`src/rtl/u16550_pkg.sv`:
```
// shared types and constants for the 16550 register core
package u16550_pkg;

  typedef enum logic [1:0] {
    OP_READ   = 2'd0,
    OP_WRITE  = 2'd1,
    OP_STATUS = 2'd2,
    OP_RSVD   = 2'd3
  } op_t;

  typedef enum logic [2:0] {
    REG_RBR_THR = 3'd0,
    REG_IER     = 3'd1,
    REG_IIR     = 3'd2,
    REG_LCR     = 3'd3,
    REG_MCR     = 3'd4,
    REG_LSR     = 3'd5,
    REG_MSR     = 3'd6,
    REG_SCR     = 3'd7
  } reg_addr_t;

  typedef struct packed {
    op_t         op;
    reg_addr_t   reg_addr;
    logic [7:0]  write_data;
    logic        rx_ready;
    logic        tx_ready;
    logic [7:0]  rx_byte;
  } in_item_t;

  typedef struct packed {
    logic [7:0]  read_data;
    logic        rx_pop;
    logic        tx_push;
    logic [7:0]  tx_byte;
    logic        irq;
  } out_item_t;

  localparam int unsigned DLAB_IDX   = 7;
  localparam int unsigned IER_RX_IDX = 0;
  localparam int unsigned IER_TX_IDX = 1;
  localparam int unsigned FLAG_RX    = 0;
  localparam int unsigned FLAG_TX    = 1;

  localparam logic [7:0] IIR_FIFO  = 8'hC0;
  localparam logic [7:0] IIR_NONE  = 8'h01;
  localparam logic [7:0] IIR_TX    = 8'h02;
  localparam logic [7:0] IIR_RX    = 8'h04;
  localparam logic [7:0] LSR_RX    = 8'h01;
  localparam logic [7:0] LSR_TX    = 8'h60;
  localparam logic [7:0] MSR_FIXED = 8'hB0;

endpackage

```
`src/rtl/uart_16550_register_core_top.sv`:
```
// 16550-style register file: bus reads and writes plus backend status updates
//
// Each input word is a register read, a register write or a backend status
// update, carrying the backend's live receive and transmit readiness. One word
// is taken per clock unless the output register is stalled, and its result word
// appears in the next cycle from that register; the only limit on rate is that
// output register, which is refilled in the same cycle it is drained, so a full
// stream runs at one word per cycle while out_ready is high. Receive readiness
// is hidden until IER bit 0 has been written as one. A pop or push does not
// change the stored flags by itself: the backend reports its new state with a
// following status word. irq reflects the stored flags and IER after the word.
module uart_16550_register_core_top (
  input  logic                  clk,
  input  logic                  rst_n,
  input  logic                  in_valid,
  output logic                  in_ready,
  input  u16550_pkg::in_item_t  in_data,
  output logic                  out_valid,
  input  logic                  out_ready,
  output u16550_pkg::out_item_t out_data
);
  import u16550_pkg::*;

  logic [7:0] ier_r, ier_nxt;
  logic [7:0] lcr_r, lcr_nxt;
  logic [7:0] mcr_r, mcr_nxt;
  logic [7:0] scr_r, scr_nxt;
  logic [7:0] dll_r, dll_nxt;
  logic [7:0] dlm_r, dlm_nxt;
  logic       rx_armed_r, rx_armed_nxt;
  logic [1:0] flags_r, flags_nxt;

  logic       out_valid_r;
  out_item_t  out_r, out_nxt;

  logic       accept;
  logic       dlab;
  logic [1:0] vis;

  assign in_ready  = !out_valid_r || out_ready;
  assign accept    = in_valid && in_ready;
  assign out_valid = out_valid_r;
  assign out_data  = out_r;

  assign dlab          = lcr_r[DLAB_IDX];
  assign vis[FLAG_RX]  = in_data.rx_ready && rx_armed_r;
  assign vis[FLAG_TX]  = in_data.tx_ready;

  always_comb begin
    ier_nxt      = ier_r;
    lcr_nxt      = lcr_r;
    mcr_nxt      = mcr_r;
    scr_nxt      = scr_r;
    dll_nxt      = dll_r;
    dlm_nxt      = dlm_r;
    rx_armed_nxt = rx_armed_r;
    flags_nxt    = flags_r;
    out_nxt      = '0;

    unique case (in_data.op)
      OP_READ: begin
        unique case (in_data.reg_addr)
          REG_RBR_THR: begin
            if (dlab) begin
              out_nxt.read_data = dll_r;
            end else if (vis[FLAG_RX]) begin
              out_nxt.read_data = in_data.rx_byte;
              out_nxt.rx_pop    = 1'b1;
            end
          end
          REG_IER: out_nxt.read_data = dlab ? dlm_r : ier_r;
          REG_IIR: begin
            priority if (vis[FLAG_RX] && ier_r[IER_RX_IDX]) begin
              out_nxt.read_data = IIR_FIFO | IIR_RX;
            end else if (vis[FLAG_TX] && ier_r[IER_TX_IDX]) begin
              out_nxt.read_data = IIR_FIFO | IIR_TX;
            end else begin
              out_nxt.read_data = IIR_FIFO | IIR_NONE;
            end
          end
          REG_LCR: out_nxt.read_data = lcr_r;
          REG_MCR: out_nxt.read_data = mcr_r;
          REG_LSR: out_nxt.read_data = (vis[FLAG_RX] ? LSR_RX : 8'h00) |
                                       (vis[FLAG_TX] ? LSR_TX : 8'h00);
          REG_MSR: out_nxt.read_data = MSR_FIXED;
          REG_SCR: out_nxt.read_data = scr_r;
          default: out_nxt.read_data = '0;
        endcase
      end
      OP_WRITE: begin
        unique case (in_data.reg_addr)
          REG_RBR_THR: begin
            if (dlab) begin
              dll_nxt = in_data.write_data;
            end else begin
              out_nxt.tx_push = 1'b1;
              out_nxt.tx_byte = in_data.write_data;
            end
          end
          REG_IER: begin
            if (dlab) begin
              dlm_nxt = in_data.write_data;
            end else begin
              ier_nxt = in_data.write_data;
              // arming makes receive readiness visible right away
              if (in_data.write_data[IER_RX_IDX]) begin
                rx_armed_nxt       = 1'b1;
                flags_nxt[FLAG_RX] = in_data.rx_ready;
                flags_nxt[FLAG_TX] = in_data.tx_ready;
              end
            end
          end
          REG_LCR: lcr_nxt = in_data.write_data;
          REG_MCR: mcr_nxt = in_data.write_data;
          REG_SCR: scr_nxt = in_data.write_data;
          default: ;
        endcase
      end
      OP_STATUS: flags_nxt = vis;
      default: ;
    endcase

    out_nxt.irq = (flags_nxt[FLAG_RX] && ier_nxt[IER_RX_IDX]) ||
                  (flags_nxt[FLAG_TX] && ier_nxt[IER_TX_IDX]);
  end

  always_ff @(posedge clk) begin
    if (!rst_n) begin
      ier_r       <= '0;
      lcr_r       <= '0;
      mcr_r       <= '0;
      scr_r       <= '0;
      dll_r       <= '0;
      dlm_r       <= '0;
      rx_armed_r  <= 1'b0;
      flags_r     <= '0;
      out_valid_r <= 1'b0;
    end else begin
      if (accept) begin
        ier_r      <= ier_nxt;
        lcr_r      <= lcr_nxt;
        mcr_r      <= mcr_nxt;
        scr_r      <= scr_nxt;
        dll_r      <= dll_nxt;
        dlm_r      <= dlm_nxt;
        rx_armed_r <= rx_armed_nxt;
        flags_r    <= flags_nxt;
      end
      if (accept) begin
        out_valid_r <= 1'b1;
      end else if (out_ready) begin
        out_valid_r <= 1'b0;
      end
    end
  end

  always_ff @(posedge clk) begin
    if (accept) begin
      out_r <= out_nxt;
    end
  end

endmodule

```
`config.mk`:
```
export PLATFORM = sky130hd
export DESIGN_NAME = uart_16550_register_core_top
export DESIGN_NICKNAME = d
export VERILOG_FILES = /design/src/rtl/u16550_pkg.sv /design/src/rtl/uart_16550_register_core_top.sv
export SDC_FILE = /design/constraint.sdc
export NUM_CORES = 1
export LEC_CHECK = 0
export BUFFER_PORTS_ARGS = -buffer_cell sky130_fd_sc_hd__buf_2
export CORE_ASPECT_RATIO = 0.5
export CORE_MARGIN = 1
export CORE_UTILIZATION = 40
export CTS_CLUSTER_DIAMETER = 50
export CTS_CLUSTER_SIZE = 30
export DETAILED_ROUTE_END_ITERATION = 7
export PLACE_DENSITY = 0.7
export SETUP_SLACK_MARGIN = 0.2
export SLEW_MARGIN = 25
export SYNTH_ARGS = -nofsm -noshare
export SYNTH_HDL_FRONTEND = slang
export SYNTH_SLANG_ARGS = --single-unit
```
`constraint.sdc`:
```
create_clock -name clk -period 2.9 [get_ports clk]
set_clock_uncertainty 0.1 [all_clocks]
set_input_delay 0.58 -clock clk [delete_from_list [all_inputs] [get_ports clk]]
set_output_delay 0.58 -clock clk [all_outputs]
set_load 0.05 [all_outputs]
```
# ---- Word-level counts from Yosys, hierarchy flattened
# Cells that the tools add are included.
dict set report classes {
  muxes 18
  reduce_logical 22
  eq_ne 9
  bitwise_logic 5
}
# op n
set op_table {}
lappend op_table {{case mux 8 bit (8 select lines)} 1}
lappend op_table {{two-way mux 8 bit} 3}
lappend op_table {{two-way mux 9 bit} 2}
lappend op_table {{two-way mux 2 bit} 7}
lappend op_table {{== test 3 bit (second input constant)} 4}
lappend op_table {{AND reduction 4 bit} 3}
lappend op_table {{AND reduction 3 bit} 3}
lappend op_table {{two-way mux 7 bit} 1}
lappend op_table {{OR 1 x 7 -> 7 bit} 1}
lappend op_table {{== test 3 x 2 -> 1 bit (second input constant)} 2}
lappend op_table {{logical AND 1 bit} 6}
lappend op_table {{OR reduction 3 bit} 2}
lappend op_table {{AND reduction 5 bit} 1}
lappend op_table {{inverter 1 bit} 4}
lappend op_table {{case mux 2 bit (2 select lines)} 1}
lappend op_table {{== test 3 x 1 -> 1 bit (second input constant)} 1}
lappend op_table {{logical NOT 3 bit} 1}
lappend op_table {{two-way mux 1 bit} 3}
lappend op_table {{== test 2 x 1 -> 1 bit (second input constant)} 1}
lappend op_table {{== test 2 bit (second input constant)} 1}
lappend op_table {{logical NOT 2 bit} 1}
lappend op_table {{logical OR 1 bit} 2}
lappend op_table {{AND reduction 2 bit} 1}
lappend op_table {{nonzero test 2 bit} 1}
lappend op_table {{logical NOT 1 bit} 1}
dict set report totals {
  ff_bits 71
  out_inout_bits 21
  word_cells 69
  in_bits 27
}

# ---- Longest topological paths before layout
# Gate-level depths: netlist (run 1).
dict set report depth {
  ltp_word 6
  ltp_mapped 7
  depth_no_buf 6
}

# ---- Worst setup path after synthesis (run 1)
# OpenSTA, ideal clock, no wires.
dict set report synth_path {
  path_kind {input to register}
  startpoint {input port out_ready}
  endpoint {register rx_armed_r}
  path_stages 6
  setup_time_ns 0.067
  arrival_ns 2.189
  slack_ns 0.544
  n_path_buf 2
  cell_sequence {nand2b_1 > buf_2 > and2_1 > clkbuf_1 > a41oi_1 > nor2b_1}
}
dict set report synth_via {
  elab_chain_len 3
}
# element line
set synth_rtl {}
lappend synth_rtl {{start: declaration} uart_16550_register_core_top.sv:19} ;# input logic out_ready,
lappend synth_rtl {{logical OR 1 bit} uart_16550_register_core_top.sv:40} ;# assign in_ready = !out_valid_r || out_ready;
lappend synth_rtl {{net in_ready} uart_16550_register_core_top.sv:16} ;# output logic in_ready,
lappend synth_rtl {{logical AND 1 bit} uart_16550_register_core_top.sv:41} ;# assign accept = in_valid && in_ready;
lappend synth_rtl {{net accept} uart_16550_register_core_top.sv:36} ;# logic accept;
lappend synth_rtl {{AND reduction 5 bit (no source line)} -}
lappend synth_rtl {{end signal: assignment} uart_16550_register_core_top.sv:146} ;# rx_armed_r <= rx_armed_nxt;
lappend synth_rtl {{end: declaration} uart_16550_register_core_top.sv:30} ;# logic rx_armed_r, rx_armed_nxt;
# The timed path passes the listed nets, and every way through them passes these cells.
# A chain may end at the register's enable or synchronous reset.

# ---- Worst setup path after layout (run 1)
dict set report layout_path {
  startpoint {input port out_ready}
  endpoint {output port in_ready}
}
dict set report layout_via {
  elab_chain_len 1
}
# element line
set layout_rtl {}
lappend layout_rtl {{logical OR 1 bit} uart_16550_register_core_top.sv:40}
lappend layout_rtl {{end: declaration} uart_16550_register_core_top.sv:16}
# No other way between the ends.

==> results of run 1 <==
[power breakdown]
part / internal (mW) / total [mW] / switching (mW)
Clock: 0.648 / 1.02 / 0.376
Combinational: 0.0709 / 0.232 / 0.161
Sequential: 1.04 / 1.05 / 0.00639
[worst max-delay path, delay by kind of cell]
kind	cells	cell delay [ns]
buf+inv	2	0.43
simple gates	1	0.40
[per-layer routing]
layer | vias up | global-route usage (%)
li1 | 1288 | -
met1 | 1174 | 26.25
met2 | 65 | 28.33
met3 | 8 | 8.114
met4 | 0 | 6.461
met5 | - | 0
[cells in the final DEF, fill, tap and decap left out, drive strengths merged, types with 6 or more instances in the layout]
cell type,Yosys,routed
nand2b,6,6
clkbuf,11,15
mux2i,57,57
edfxtp,19,19
and2,10,10
dfxtp,52,52
o21ai,9,9
nand3,6,6
nor2b,52,52
buf,14,51
nand4,6,6
a21oi,11,11
nand2,23,23
[area by class of cell]
type	instances	area, µm²	share of cell area [%]
Multi-Input combinational cell	240	1803	43.65
Timing Repair Buffer	51	277.8	6.725
Inverter	4	15.01	0.3635
Clock buffer	15	277.8	6.725
Tap cell	112	140.1	3.393
Sequential cell	71	1612	39.02
Clock inverter	1	5.005	0.1212
[state kept, by name, summed over array words and instances (netlist names)]
name and flops:
mcr_r 8, out_valid 1, dlm_r 8, flags_r 2, lcr_r 8, scr_r 8
ier_r 8, out_data 19, rx_armed_r 1, dll_r 8
[logic make-up after synthesis]
logic type	Yosys count
buffers and inverters	29
adder cells (fa/ha/maj)	3
flip-flops	71
AO/OA/AOI/OAI	50
AND/OR/NAND/NOR	127
multiplexers	60
[path summary, 6_finish.rpt]
kind                                               to                  start  slack, ns
worst min register to register  lcr_r[3]$_SDFFE_PN0P_  lcr_r[3]$_SDFFE_PN0P_       0.41
worst max register to register  dll_r[6]$_SDFFE_PN0P_  lcr_r[7]$_SDFFE_PN0P_       0.83
worst max-delay path                         in_ready              out_ready       0.81
worst min-delay path            lcr_r[3]$_SDFFE_PN0P_  lcr_r[3]$_SDFFE_PN0P_       0.41
[stage by stage]
step,cells,area [µm²],power [mW]
after floorplan,340,3556,1.227
final,494,4130,2.302
after detailed placement,478,3847,1.298
after global placement,478,3847,1.297
after global routing,494,4130,2.391
after CTS,494,4130,2.324
==> reports/qor.csv, run 1 <==
metric,value,unit
finalSetupTns,0,ns
cts_root_buffer,clkbuf_16,
diodes,0,
critPathCaptureType,output pin,
area_growth,16.15,%
nets,407,
period_minus_slack,2.091,ns
wl_met1,4128,µm
port_buffers,47,
wl_met2,3359,µm
synth_top_area_share,29.28,%
path_cells,"buf_2, nand2b_1, buf_2",
ctsLongestPathBuffers,2,
max_slew_margin,54.92,%
wire_per_inst,16.64,µm
synth_flop_cell,dfxtp_1,
clkTransAtPathRegs,0.05,ns
cp_max_fo,9,
worst_slack,0.8093,ns
arrival,1.41,ns
hold_ws,0.4136,ns
detail-route-antenna-nets,0,
drv_slew,0,
ctsHoldBuffers,0,
grt_max_degree,34,
max_freq,478.3,MHz
drc_errors,0,
yosys_warnings,0,
worstMarginPinSlew,0.6753,ns
syn_nets,370,
final_core_util,49.66,%
vias,2535,
grt_overflow,0,
routed_wl,8221,µm
die_w,135.3,µm
syn_inst,340,
synth_compound_area_share,9.817,%
top_layer,met4,
leakage,1.823,nW
fp-row-count,23,
critPathSlowestCell,nand2b_1,
htree_levels,3,
die_height,68.67,µm
hold_class,reg2reg,
synth_top_family_by_area,simple AND/OR/NAND/NOR gates,
n_fill_cell,760,
yosys.area_share.adder,1.056,%
start_kind,input pin,
cellPowerDensity,557.4,nW/µm²
synth_most_common_cell,mux2i_1,
synth_xor_area_share,0,%
cts_resized,0,
place_congestion,0.7971,
firstDrtPassIters,4,
irDropWorstVdd,0.2505,mV
ff2ff_path_depth,4,
holdPathStages,2,
cts_sinks,71,
worstPathRequired,2.22,ns
synth_simple_gate_area_share,22.84,%
slowest_delay,0.40,ns
io_pins,48,
synth-edff-count,19,
viasPerCell,5.132,
grt_usage,19.58,%
synth_seq_cells,71,
core_area,8317,µm²
yosysSeqAreaShare,45.32,%
crit_type,in2out,
grt_first_pass_wirelength,13180,µm
setup_viol_count_final,0,
avgSynthCellArea,10.46,µm²
dieArea,9294,µm²
path_common_cell,buf_2,
synthTopCellsByCount,"57 x mux2i_1, 52 x dfxtp_1, 52 x nor2b_1",
antenna_found_initial,0,
tritoncts,built,
cts_setup_buffers,0,
preCtsSetupSlack,0.5467,ns
first_global_vias,2421,
drt_iter0_drc,196,
synthTopCellsByArea,"dfxtp_1 29%, mux2i_1 16%, edfxtp_1 16%, nor2b_1 9.1%, nand2_1 2.4%",
dp_hpwl,5559,µm
ys_types,46,
syn_area,3556,µm²
numCtsBuffers,9,
synth.largest_area_cell,dfxtp_1,
fin_crit_sh,72.09,%
met3_length,639,µm
start_util,42.76,%
synthArstFlopShare,0,%
rsz0062_at_grt,false,
synth_mux_area_share,17.00,%
clock_latency,0.33,ns
cap_violations,0,
drive_gt1_share,19.90,%
status,completed,
hold_viol,0,
(Power assumes the default switching activity.)
==> inputs of run 2 (changes only) <==
clock period = 2.2 ns   (was 2.9 ns; I/O delays follow)
==> run 2 against run 1 <==
Cell count grew 1.8%; sequential power rose by 31%; via count is 3.3% higher; clock power increased by 33%; power increased by 32%; worst hold slack lost 0.078 ns; global-route usage shrank 0.35 points; utilization up 0.68 points; non-clock buffer count rose by 9; wire length grew 1.5%; sequential cell count stayed put; sequential share of layout area decreased by 0.49 points; critical endpoint is now out_data[0]$_DFFE_PN_.
==> reports/qor.csv, run 2 (synthesis gave the netlist of run 1 again) <==
metric,value,unit
area_growth,17.73,%
rsz0062_at_grt,false,
worstMarginPinSlew,0.4755,ns
dp_hpwl,5817,µm
cp_max_fo,8,
dpl.cell_count,486,
viasPerCell,5.207,
drive_gt1_share,21.99,%
drc_errors,0,
io_pins,48,
routed_wl,8345,µm
start_kind,flop,
irDropWorstVdd,0.4324,mV
max_slew_margin,68.17,%
cts_root_buffer,clkbuf_16,
cts_sinks,71,
hold_viol,0,
grt_max_degree,29,
first_global_vias,2260,
tritoncts,built,
largest_reg_flops,19,
firstDrtPassIters,5,
hold_class,in2reg,
antenna_found_initial,0,
vias,2619,
ff2ff_path_depth,5,
cellPowerDensity,728.5,nW/µm²
status,completed,
crit_type,reg2reg,
final_cell_mix,"57 x mux2i_1, 52 x nor2b_1, 51 x dfxtp_1",
critPathCaptureType,flop,
numCtsBuffers,9,
n_fill_cell,783,
fin_crit_sh,87.48,%
ctsLongestPathBuffers,2,
clock_latency,0.33,ns
dpl_cell_area,3896,µm²
diodes,0,
period_minus_slack,1.925,ns
final_cells,503,
wire_per_inst,16.59,µm
detail-route-antenna-nets,0,
drv_slew,0,
ctsHoldBuffers,0,
grt_overflow,0,
drt_iter0_drc,182,
crit_start,lcr_r[7]$_SDFFE_PN0P_,
final_common_cell,mux2i_1,
die_w,135.3,µm
worstHoldStart,out_ready,
clkTransAtPathRegs,0.06,ns
cap_violations,0,
htree_levels,3,
die_height,68.67,µm
grt_usage,19.23,%
finalSetupTns,0,ns
nets,416,
setup_viol_count_final,0,
port_buffers,47,
core_area,8317,µm²
fp-row-count,23,
grt_first_pass_wirelength,12820,µm
timing.rr.start,lcr_r[7]$_SDFFE_PN0P_,
place_congestion,0.8060,
arrival,1.90,ns
p_total,3.050,mW
hold_ws,0.3351,ns
start_util,42.76,%
dieArea,9294,µm²
worstPathRequired,2.17,ns
max_freq,519.6,MHz
holdPathStages,3,
final_design_area_no_fill,4187,µm²
leakage,1.861,nW
-- run 2: repair_timing --
item | 4_1_cts | 5_1_grt
gates resized for setup | 0 | 0
setup endpoints to repair | 0 | 8
buffers inserted | 0 | 1
-- run 2: final cells by class --
type	count	area, µm²	area share (%)
multi-input cells	240	1803	43.07
flip-flops and latches	71	1613	38.52
repair buffers	60	332.8	7.950
clock buffers	15	277.8	6.635
well taps	112	140.1	3.347
inverters	4	15.01	0.3586
clock inverters	1	5.005	0.1195
-- run 2: report_power, final --
group | total (mW) | switching, mW | internal, mW
Clock | 1.36 | 0.506 | 0.854
Combinational | 0.311 | 0.213 | 0.0977
Sequential | 1.38 | 0.00825 | 1.37
Total | 3.05 | 0.728 | 2.32
-- run 2: stage by stage --
stage / util [%] / worst slack (ns)
after global routing: 50.34 / 0.2160
after global placement: 46.85 / 0.1534
final: 50.34 / 0.2755
after detailed placement: 46.85 / 0.1268
after CTS: 50.25 / 0.2701
after floorplan: - / 0.3304
-- run 2: path summary, 6_finish.rpt --
| path | slack (ns) | to |
|---|---|---|
| hold / removal | 0.34 | out_valid$_SDFFE_PN0P_ |
| setup / recovery | 0.28 | out_data[0]$_DFFE_PN_ |
| hold reg to reg | 0.42 | ier_r[6]$_SDFFE_PN0P_ |
| setup reg to reg | 0.28 | out_data[0]$_DFFE_PN_ |
-- run 2: worst max-delay path, cell delays in order (launching register included) --
cell	delay [ns]
dfxtp_1	0.36
buf_4	0.19
nor4b_4	0.49
and3_1	0.24
o22a_1	0.17
o22ai_1	0.10
-- run 2: per-layer routing --
metal	vias up	wire, µm	track usage, %
met3	10	535	5.702
li1	1309	-	-
met2	67	3412	27.82
met1	1233	4304	26.93
met5	-	0	0
met4	0	91	7.163
==> inputs of run 3 (changes only) <==
MAX_ROUTING_LAYER = met4   (was not set)
SETUP_SLACK_MARGIN = 0.4   (was 0.2)
==> run 3 against run 2 <==
Cell count decreased by 0.20%; combinational power rose by 2%; critical endpoint is now in_ready; worst hold slack gained 0.043 ns; via count shrank 1.2%; wire length grew 0.43%; highest routed layer unchanged.
==> reports/qor.csv, run 3 (synthesis gave the netlist of run 1 again) <==
metric,value,unit
status,completed,
detail-route-antenna-nets,0,
irDropWorstVdd,0.3732,mV
p_int,2.263,mW
diodes,0,
clock_latency,0.33,ns
tritoncts,built,
worstMarginPinSlew,0.5193,ns
fp-row-count,23,
antenna_found_initial,0,
final_cells,502,
die_height,68.67,µm
timing.rr.start,lcr_r[7]$_SDFFE_PN0P_,
io_pins,48,
clkTransAtPathRegs,0.05,ns
rrSetupSlack,0.47,ns
grt_first_pass_wirelength,13140,µm
cp_max_fo,9,
critPathCaptureType,output pin,
cap_violations,0,
numCtsBuffers,9,
combinationalPowerShare,10.6,%
r2r_end,out_data[15]$_SDFFCE_PP0N_,
leakage,1.850,nW
worstPathRequired,1.66,ns
hold_class,in2reg,
drv_slew,0,
ff2ff_path_depth,5,
core_area,8317,µm²
arrival,1.20,ns
cellPowerDensity,711.3,nW/µm²
nets,415,
crit_start,out_valid$_SDFFE_PN0P_,
p_total,2.985,mW
first_global_vias,2401,
finalSetupTns,0,ns
max_freq,573.6,MHz
htree_levels,3,
final_common_cell,mux2i_1,
worstSetupEndpoint,in_ready,
area_growth,18.02,%
final_cell_mix,"57 x mux2i_1, 52 x nor2b_1, 50 x dfxtp_1",
vias,2588,
fin_crit_sh,79.25,%
start_kind,flop,
viasPerCell,5.155,
grt_usage,20.31,%
drive_gt1_share,22.31,%
grt_overflow,0,
final_design_area_no_fill,4197,µm²
period_minus_slack,1.743,ns
routed_wl,8381,µm
place_congestion,0.8304,
n_fill_cell,770,
multi_input_area,1824,µm²
crit_type,reg2out,
dpl.cell_count,485,
dpl_cell_area,3901,µm²
swShare,24.19,%
cts_sinks,71,
drc_errors,0,
grt_max_degree,32,
drt_iter0_drc,146,
wire_per_inst,16.70,µm
dp_hpwl,5813,µm
max_slew_margin,65.38,%
dieArea,9294,µm²
start_util,42.76,%
p_clk_share,43.3,%
regArea,1617,µm²
firstDrtPassIters,4,
largest_reg_flops,19,
ctsLongestPathBuffers,2,
p_switching,0.7222,mW
hold_viol,0,
die_w,135.3,µm
port_buffers,47,
p_seq_share,46.1,%
rsz0062_at_grt,false,
cts_root_buffer,clkbuf_16,
setup_viol_count_final,0,
[run 3: timing repair]
action,CTS,global route
hold buffers,0,0
hold endpoints to repair,0,0
setup buffers,1,0
pin swaps,1,0
endpoints found under the setup margin,18,13
gates resized for setup,2,4
[run 3: metal layers]
layer / track usage, % / vias to the layer above / wire length, µm
met5: - / - / 0
met2: 28.85 / 78 / 3646
met4: 7.584 / 0 / 108
met1: 27.64 / 1196 / 4071
met3: 5.263 / 9 / 554
li1: - / 1305 / -
[run 3: area by class of cell]
cell class              instances  share of cell area [%]
multi-input cells             240                   43.47
flip-flops and latches         71                   38.52
repair buffers                 59                   8.050
clock buffers                  15                   6.142
well taps                     112                   3.339
inverters                       4                  0.3578
clock inverters                 1                  0.1193
[run 3: per-stage QoR]
step	worst slack, ns	util (%)	hold slack (ns)
2_1_floorplan	0.4089	-	0.3772
3_3_place_gp	0.1570	46.91	0.3904
3_5_place_dp	0.1406	46.91	0.4071
4_1_cts	0.4522	50.20	0.3606
5_1_grt	0.4145	50.46	0.3991
6_report	0.4565	50.46	0.3778
[run 3: worst min-delay path by stage]
| stage | from | end | slack [ns] | depth (start not counted) |
|---|---|---|---|---|
| 2_1_floorplan | lcr_r[5]$_SDFFE_PN0P_ | lcr_r[5]$_SDFFE_PN0P_ | 0.38 | 2 |
| 3_3_place_gp | lcr_r[5]$_SDFFE_PN0P_ | lcr_r[5]$_SDFFE_PN0P_ | 0.39 | 2 |
| 3_5_place_dp | scr_r[4]$_SDFFE_PN0P_ | scr_r[4]$_SDFFE_PN0P_ | 0.41 | 2 |
| 4_1_cts | in_valid | out_valid$_SDFFE_PN0P_ | 0.36 | 3 |
| 5_1_grt | in_data[17] | lcr_r[7]$_SDFFE_PN0P_ | 0.40 | 3 |
| 6_report | in_valid | out_valid$_SDFFE_PN0P_ | 0.38 | 3 |
[run 3: power by group through the flow]
stage                     Combinational [mW]  Clock, mW  Sequential, mW
after global placement                 0.313          0            1.40
after global routing                   0.339       1.37            1.38
after detailed placement               0.314          0            1.41
after floorplan                        0.139          0            1.48
final                                  0.316       1.29            1.38
after CTS                              0.315       1.32            1.38
[run 3: worst max-delay path: stages, from the launching register on]
cell and delay [ns]:
dfxtp_2 0.32, nand2b_2 0.23, buf_2 0.32
